==> src/design/ils_pkg.sv <==
`timescale 1ns / 1ps

package ils_pkg;

    localparam int DEPTH      = 256;
    localparam int ELEM_BITS  = 32;
    localparam int ADDR_BITS  = $clog2(DEPTH);
    localparam int CNT_BITS   = $clog2(DEPTH + 1);
    localparam int POS_BITS   = 8;
    localparam int VALUE_BITS = 32;
    localparam int DATA_BITS  = 32;
    localparam int ICNT_BITS  = 9;
    localparam int CMP_BITS   = ((POS_BITS > CNT_BITS) ? POS_BITS : CNT_BITS) + 1;

    typedef logic [ELEM_BITS-1:0]  elem_t;
    typedef logic [ADDR_BITS-1:0]  addr_t;
    typedef logic [CNT_BITS-1:0]   count_t;
    typedef logic [POS_BITS-1:0]   pos_t;
    typedef logic [VALUE_BITS-1:0] value_t;
    typedef logic [DATA_BITS-1:0]  data_t;
    typedef logic [ICNT_BITS-1:0]  icount_t;
    typedef logic [CMP_BITS-1:0]   cmp_t;

    typedef enum logic [2:0] {
        OP_APPEND = 3'd0,
        OP_GET    = 3'd1,
        OP_SET    = 3'd2,
        OP_POP    = 3'd3,
        OP_FIND   = 3'd4
    } op_e;

    typedef enum logic [1:0] {
        ST_OK       = 2'd0,
        ST_RANGE    = 2'd1,
        ST_FULL     = 2'd2,
        ST_NOTFOUND = 2'd3
    } status_e;

    typedef struct packed {
        logic [2:0] req_type;
        pos_t       position;
        value_t     value;
    } req_t;

    typedef struct packed {
        status_e status;
        data_t   read_data;
        pos_t    found_position;
        icount_t item_count;
    } rsp_t;

    // Commands from the controller to the datapath.
    typedef struct packed {
        logic    load_req;
        logic    wr_tail;
        logic    wr_pos;
        logic    wr_shift;
        logic    rd_pos;
        logic    rd_zero;
        logic    rd_next;
        logic    rd_skip;
        logic    idx_from_pos;
        logic    idx_zero;
        logic    idx_inc;
        logic    cnt_inc;
        logic    cnt_dec;
        logic    set_status;
        status_e status;
        logic    take_data;
        logic    take_found;
        logic    out_load;
    } cmd_t;

    // Status from the datapath to the controller.
    typedef struct packed {
        logic [2:0] req_type;
        logic       in_range;
        logic       is_full;
        logic       is_empty;
        logic       next_ok;
        logic       next2_ok;
        logic       match;
        logic       out_free;
    } sts_t;

endpackage

==> src/design/ils_ctrl.sv <==
`timescale 1ns / 1ps

module ils_ctrl (
    input  logic          clk,
    input  logic          rst_n,
    input  logic          req_valid,
    output logic          req_stall,
    input  ils_pkg::sts_t sts,
    output ils_pkg::cmd_t cmd
);

    typedef enum logic [6:0] {
        S_IDLE = 7'b0000001,
        S_EXEC = 7'b0000010,
        S_GETW = 7'b0000100,
        S_POPT = 7'b0001000,
        S_POPS = 7'b0010000,
        S_FIND = 7'b0100000,
        S_DONE = 7'b1000000
    } state_e;

    state_e state_reg;
    state_e state_next;

    always_ff @(posedge clk or negedge rst_n)
    begin
        if (!rst_n)
        begin
            state_reg <= S_IDLE;
        end
        else
        begin
            state_reg <= state_next;
        end
    end

    assign req_stall = (state_reg != S_IDLE);

    always_comb
    begin
        cmd        = '0;
        cmd.status = ils_pkg::ST_OK;
        state_next = state_reg;
        unique case (state_reg)
            S_IDLE:
            begin
                if (req_valid)
                begin
                    cmd.load_req = 1'b1;
                    state_next   = S_EXEC;
                end
            end
            S_EXEC:
            begin
                state_next = S_DONE;
                unique case (sts.req_type)
                    ils_pkg::OP_APPEND:
                    begin
                        if (sts.is_full)
                        begin
                            cmd.set_status = 1'b1;
                            cmd.status     = ils_pkg::ST_FULL;
                        end
                        else
                        begin
                            cmd.wr_tail = 1'b1;
                            cmd.cnt_inc = 1'b1;
                        end
                    end
                    ils_pkg::OP_GET:
                    begin
                        if (!sts.in_range)
                        begin
                            cmd.set_status = 1'b1;
                            cmd.status     = ils_pkg::ST_RANGE;
                        end
                        else
                        begin
                            cmd.rd_pos = 1'b1;
                            state_next = S_GETW;
                        end
                    end
                    ils_pkg::OP_SET:
                    begin
                        if (!sts.in_range)
                        begin
                            cmd.set_status = 1'b1;
                            cmd.status     = ils_pkg::ST_RANGE;
                        end
                        else
                        begin
                            cmd.wr_pos = 1'b1;
                        end
                    end
                    ils_pkg::OP_POP:
                    begin
                        if (!sts.in_range)
                        begin
                            cmd.set_status = 1'b1;
                            cmd.status     = ils_pkg::ST_RANGE;
                        end
                        else
                        begin
                            cmd.rd_pos       = 1'b1;
                            cmd.idx_from_pos = 1'b1;
                            state_next       = S_POPT;
                        end
                    end
                    ils_pkg::OP_FIND:
                    begin
                        if (sts.is_empty)
                        begin
                            cmd.set_status = 1'b1;
                            cmd.status     = ils_pkg::ST_NOTFOUND;
                        end
                        else
                        begin
                            cmd.rd_zero  = 1'b1;
                            cmd.idx_zero = 1'b1;
                            state_next   = S_FIND;
                        end
                    end
                    default:
                    begin
                        state_next = S_DONE;
                    end
                endcase
            end
            S_GETW:
            begin
                cmd.take_data = 1'b1;
                state_next    = S_DONE;
            end
            S_POPT:
            begin
                cmd.take_data = 1'b1;
                if (sts.next_ok)
                begin
                    cmd.rd_next = 1'b1;
                    state_next  = S_POPS;
                end
                else
                begin
                    cmd.cnt_dec = 1'b1;
                    state_next  = S_DONE;
                end
            end
            S_POPS:
            begin
                // The element one above the index moves down while the one after it is read.
                cmd.wr_shift = 1'b1;
                cmd.idx_inc  = 1'b1;
                if (sts.next2_ok)
                begin
                    cmd.rd_skip = 1'b1;
                end
                else
                begin
                    cmd.cnt_dec = 1'b1;
                    state_next  = S_DONE;
                end
            end
            S_FIND:
            begin
                if (sts.match)
                begin
                    cmd.take_found = 1'b1;
                    state_next     = S_DONE;
                end
                else if (sts.next_ok)
                begin
                    cmd.rd_next = 1'b1;
                    cmd.idx_inc = 1'b1;
                end
                else
                begin
                    cmd.set_status = 1'b1;
                    cmd.status     = ils_pkg::ST_NOTFOUND;
                    state_next     = S_DONE;
                end
            end
            S_DONE:
            begin
                if (sts.out_free)
                begin
                    cmd.out_load = 1'b1;
                    state_next   = S_IDLE;
                end
            end
            default:
            begin
                state_next = S_IDLE;
            end
        endcase
    end

endmodule

==> config.mk <==
export PLATFORM = sky130hd
export DESIGN_NAME = ils_ctrl
export DESIGN_NICKNAME = d
export VERILOG_FILES = /design/src/design/ils_pkg.sv /design/src/design/ils_ctrl.sv
export SDC_FILE = /design/constraint.sdc
export NUM_CORES = 1
export LEC_CHECK = 0
export ABC_CLOCK_PERIOD_IN_PS = 4500
export BUFFER_PORTS_ARGS = -buffer_cell sky130_fd_sc_hd__buf_2
export CORE_AREA = 3 3 41 58
export DETAILED_ROUTE_END_ITERATION = 10
export DIE_AREA = 0 0 44 61
export GPL_ROUTABILITY_DRIVEN = 0
export SLEW_MARGIN = 25
export SYNTH_ARGS = -nofsm -noshare
export SYNTH_HDL_FRONTEND = slang
export SYNTH_SLANG_ARGS = --single-unit
==> constraint.sdc <==
create_clock -name clk -period 4.5 [get_ports clk]
set_input_delay 1.35 -clock clk [delete_from_list [all_inputs] [get_ports clk]]
set_output_delay 1.35 -clock clk [all_outputs]
set_load 0.03 [all_outputs]
==> reports/results.ini <==
[cts]
cts_tree=yes
clk_latency_ns=0.24
h-tree-depth=1
ctsHoldBuffers=0
cts_sinks=7
cts_resized=0
clk_pin_slew_ns=0.05
cts_buffers=3
ctsLongestPathBuffers=2
cts_root_buffer=clkbuf_4
cts_setup_buffers=0

[worst_setup_path]
worstSetupPathType=input port to output pin
worstPathRequired_ns=3.15
crit_path_frequent_cell=buf_2
path_cells=buf_2 > or3b_2 > or2_2 > nor2_1 > buf_2
cpPeakStageDelay_ns=0.47
crit_arrival_ns=2.64
worst_setup_path_start_kind=input port
critical_path.max_fanout=10
cp_slowest_cell=or3b_2
endpoint_kind=output pin
reg2reg_depth=4

[worst_hold_path]
hold_class=flip-flop to flip-flop
holdPathStages=3

[layout]
syn_to_final_growth_pct=27.2
largest_reg_flops=7
fin_nets=129
drive_gt1_share_pct=37.4
final_common_cell=buf_2
antenna_cells=0
stdcell_count=136
mostFrequentLayoutCells=buf_2 (32), nand2_1 (9), nor2_1 (7), inv_1 (6), dfrtp_1 (6)

[sta]
post-route-min-period_ns=3.99
period_share_pct=88.6
rsz0062_at_grt=false
skew_ns=0.000324
setup_tns_ns=0
hold_violations=0
max_slew.worst_pin.slew_ns=0.443
slew_headroom_pct=70.2
whs_ns=0.727
setup_viol=0
slew_viol_final=0
max_clock_freq_ghz=0.251

[logic_synthesis]
syn_inst=83
synthesis.area_sq_um=671
synth-seq-cells=7
syn_avg_cell_area_sq_um=8.08
synth_cell_type_count=37
synth-seq-area-share_pct=26.3
syn-num-nets=96
ys_warn_count=0

[floorplanning]
core-area_sq_um=1950
io_pins=33
rows=19
die_area_sq_um=2680
start_util_pct=34.4
die_w_um=44
dieHeight_um=61

[global_routing]
grt_pass1_vias=647
grt_max_degree=11
grt_overflow=0
grtUsageTotal_pct=13.0
grt_pass1_wl_um=2660
antenna_found_initial=0

[power_and_ir_drop]
peakVddDrop_mv=0.173
pwr_density_cell_nw_per_um2=356
leakage_nw=0.463
finalPower_mw=0.304

[place]
io_buffers=32
dp_cells=132
dp.final_hpwl_um=1340

[detailed_routing]
drt-vias-per-instance=5.27
wl_met3_um=102
wl_um=1630
route.detailed.drc=0
route.met2.wl_um=847
wl_per_cell_um=12.0
met1_length_um=681
dr.pass1.iters=4
top_layer=met3
initialDrtViolationCount=38
dr_total_vias=717
final_antenna_net_count=0

[run_status]
outcome=finished, final reports clean

[job]
maxCapViolCount=0

-- metal layers --
layer / up-vias / GRT usage [%]
li1: 373 / -
met1: 318 / 15.9
met2: 26 / 22.1
met3: 0 / 1.78
met4: 0 / 6.47
met5: - / 0
-- cell families (layout without fill, tap and decap cells) --
family,count (synthesis),after routing,share of synthesized area (%)
buf+inv,10,42,7.83
compound gates,17,17,20.0
simple gates,44,44,39.0
mux,2,2,2.99
xor+xnor,3,3,3.92
flops,7,7,26.3
-- path summary, 6_finish.rpt --
path / startpoint / slack, ns / to
max: sts[9] / 0.51 / cmd[13]
min: state_reg[0] / 0.73 / state_reg[1]
max reg2reg: state_reg[2] / 2.37 / state_reg[6]
min reg2reg: state_reg[0] / 0.73 / state_reg[1]
max in group asynchronous: rst_n / 3.36 / state_reg[0]
min in group asynchronous: rst_n / 0.92 / state_reg[1]
-- worst max-delay path: cells and delay by family --
family,cells,cell delay (ns)
buf+inv,2,0.41
simple gates,3,0.87
-- power breakdown --
| group | internal [mW] | switching (mW) | total [mW] |
|---|---|---|---|
| clock network | 0.0337 | 0.0207 | 0.0544 |
| logic | 0.0581 | 0.0932 | 0.151 |
| registers | 0.0789 | 0.0192 | 0.0981 |
-- cell usage after synthesis --
cell	n	area, sq um
a22o_1	1	8.76
a32o_1	1	10.0
and2_1	3	18.8
and3_1	1	6.26
buf_4	2	15.0
buf_6	1	11.3
clkbuf_1	1	3.75
dfrtp_1	6	150
dfstp_2	1	26.3
inv_1	6	22.5
mux2i_1	2	20.0
nand2_1	9	33.8
nand2b_1	3	18.8
nand3_1	2	10.0
nor2_1	7	26.3
nor2b_1	3	18.8
nor3_1	1	5.00
nor3_4	1	16.3
nor4_1	5	31.3
nor4b_1	1	8.76
o2111ai_1	1	8.76
o21a_1	1	7.51
o21ai_0	4	20.0
o21ai_2	1	8.76
o221a_1	1	11.3
o22ai_1	4	25.0
o311ai_0	1	8.76
o31a_1	1	8.76
o41ai_2	1	16.3
or2_2	1	6.26
or3_1	2	12.5
or3b_2	1	8.76
or4_1	2	15.0
or4_4	1	11.3
or4b_4	1	13.8
xnor2_1	2	17.5
xor2_1	1	8.76
-- metrics by stage --
stage | utilization (%) | instance area (sq um) | setup slack (ns)
global route | 43.8 | 853 | 0.434
CTS | 43.8 | 853 | 0.504
finish | 43.8 | 853 | 0.514
global placement | 42.4 | 827 | 0.530
detailed placement | 42.4 | 827 | 0.507
floorplan | - | 671 | 0.0164
-- layout make-up --
cell class                 instances  area, sq um
sequential                         7          176
fill                             196         1100
multi-input combinational         66          442
inverter                           6         22.5
clock buffer                       4         26.3
timing repair buffer              32          160
tap                               21         26.3
No activity file was read; power rests on OpenSTA's default activity.
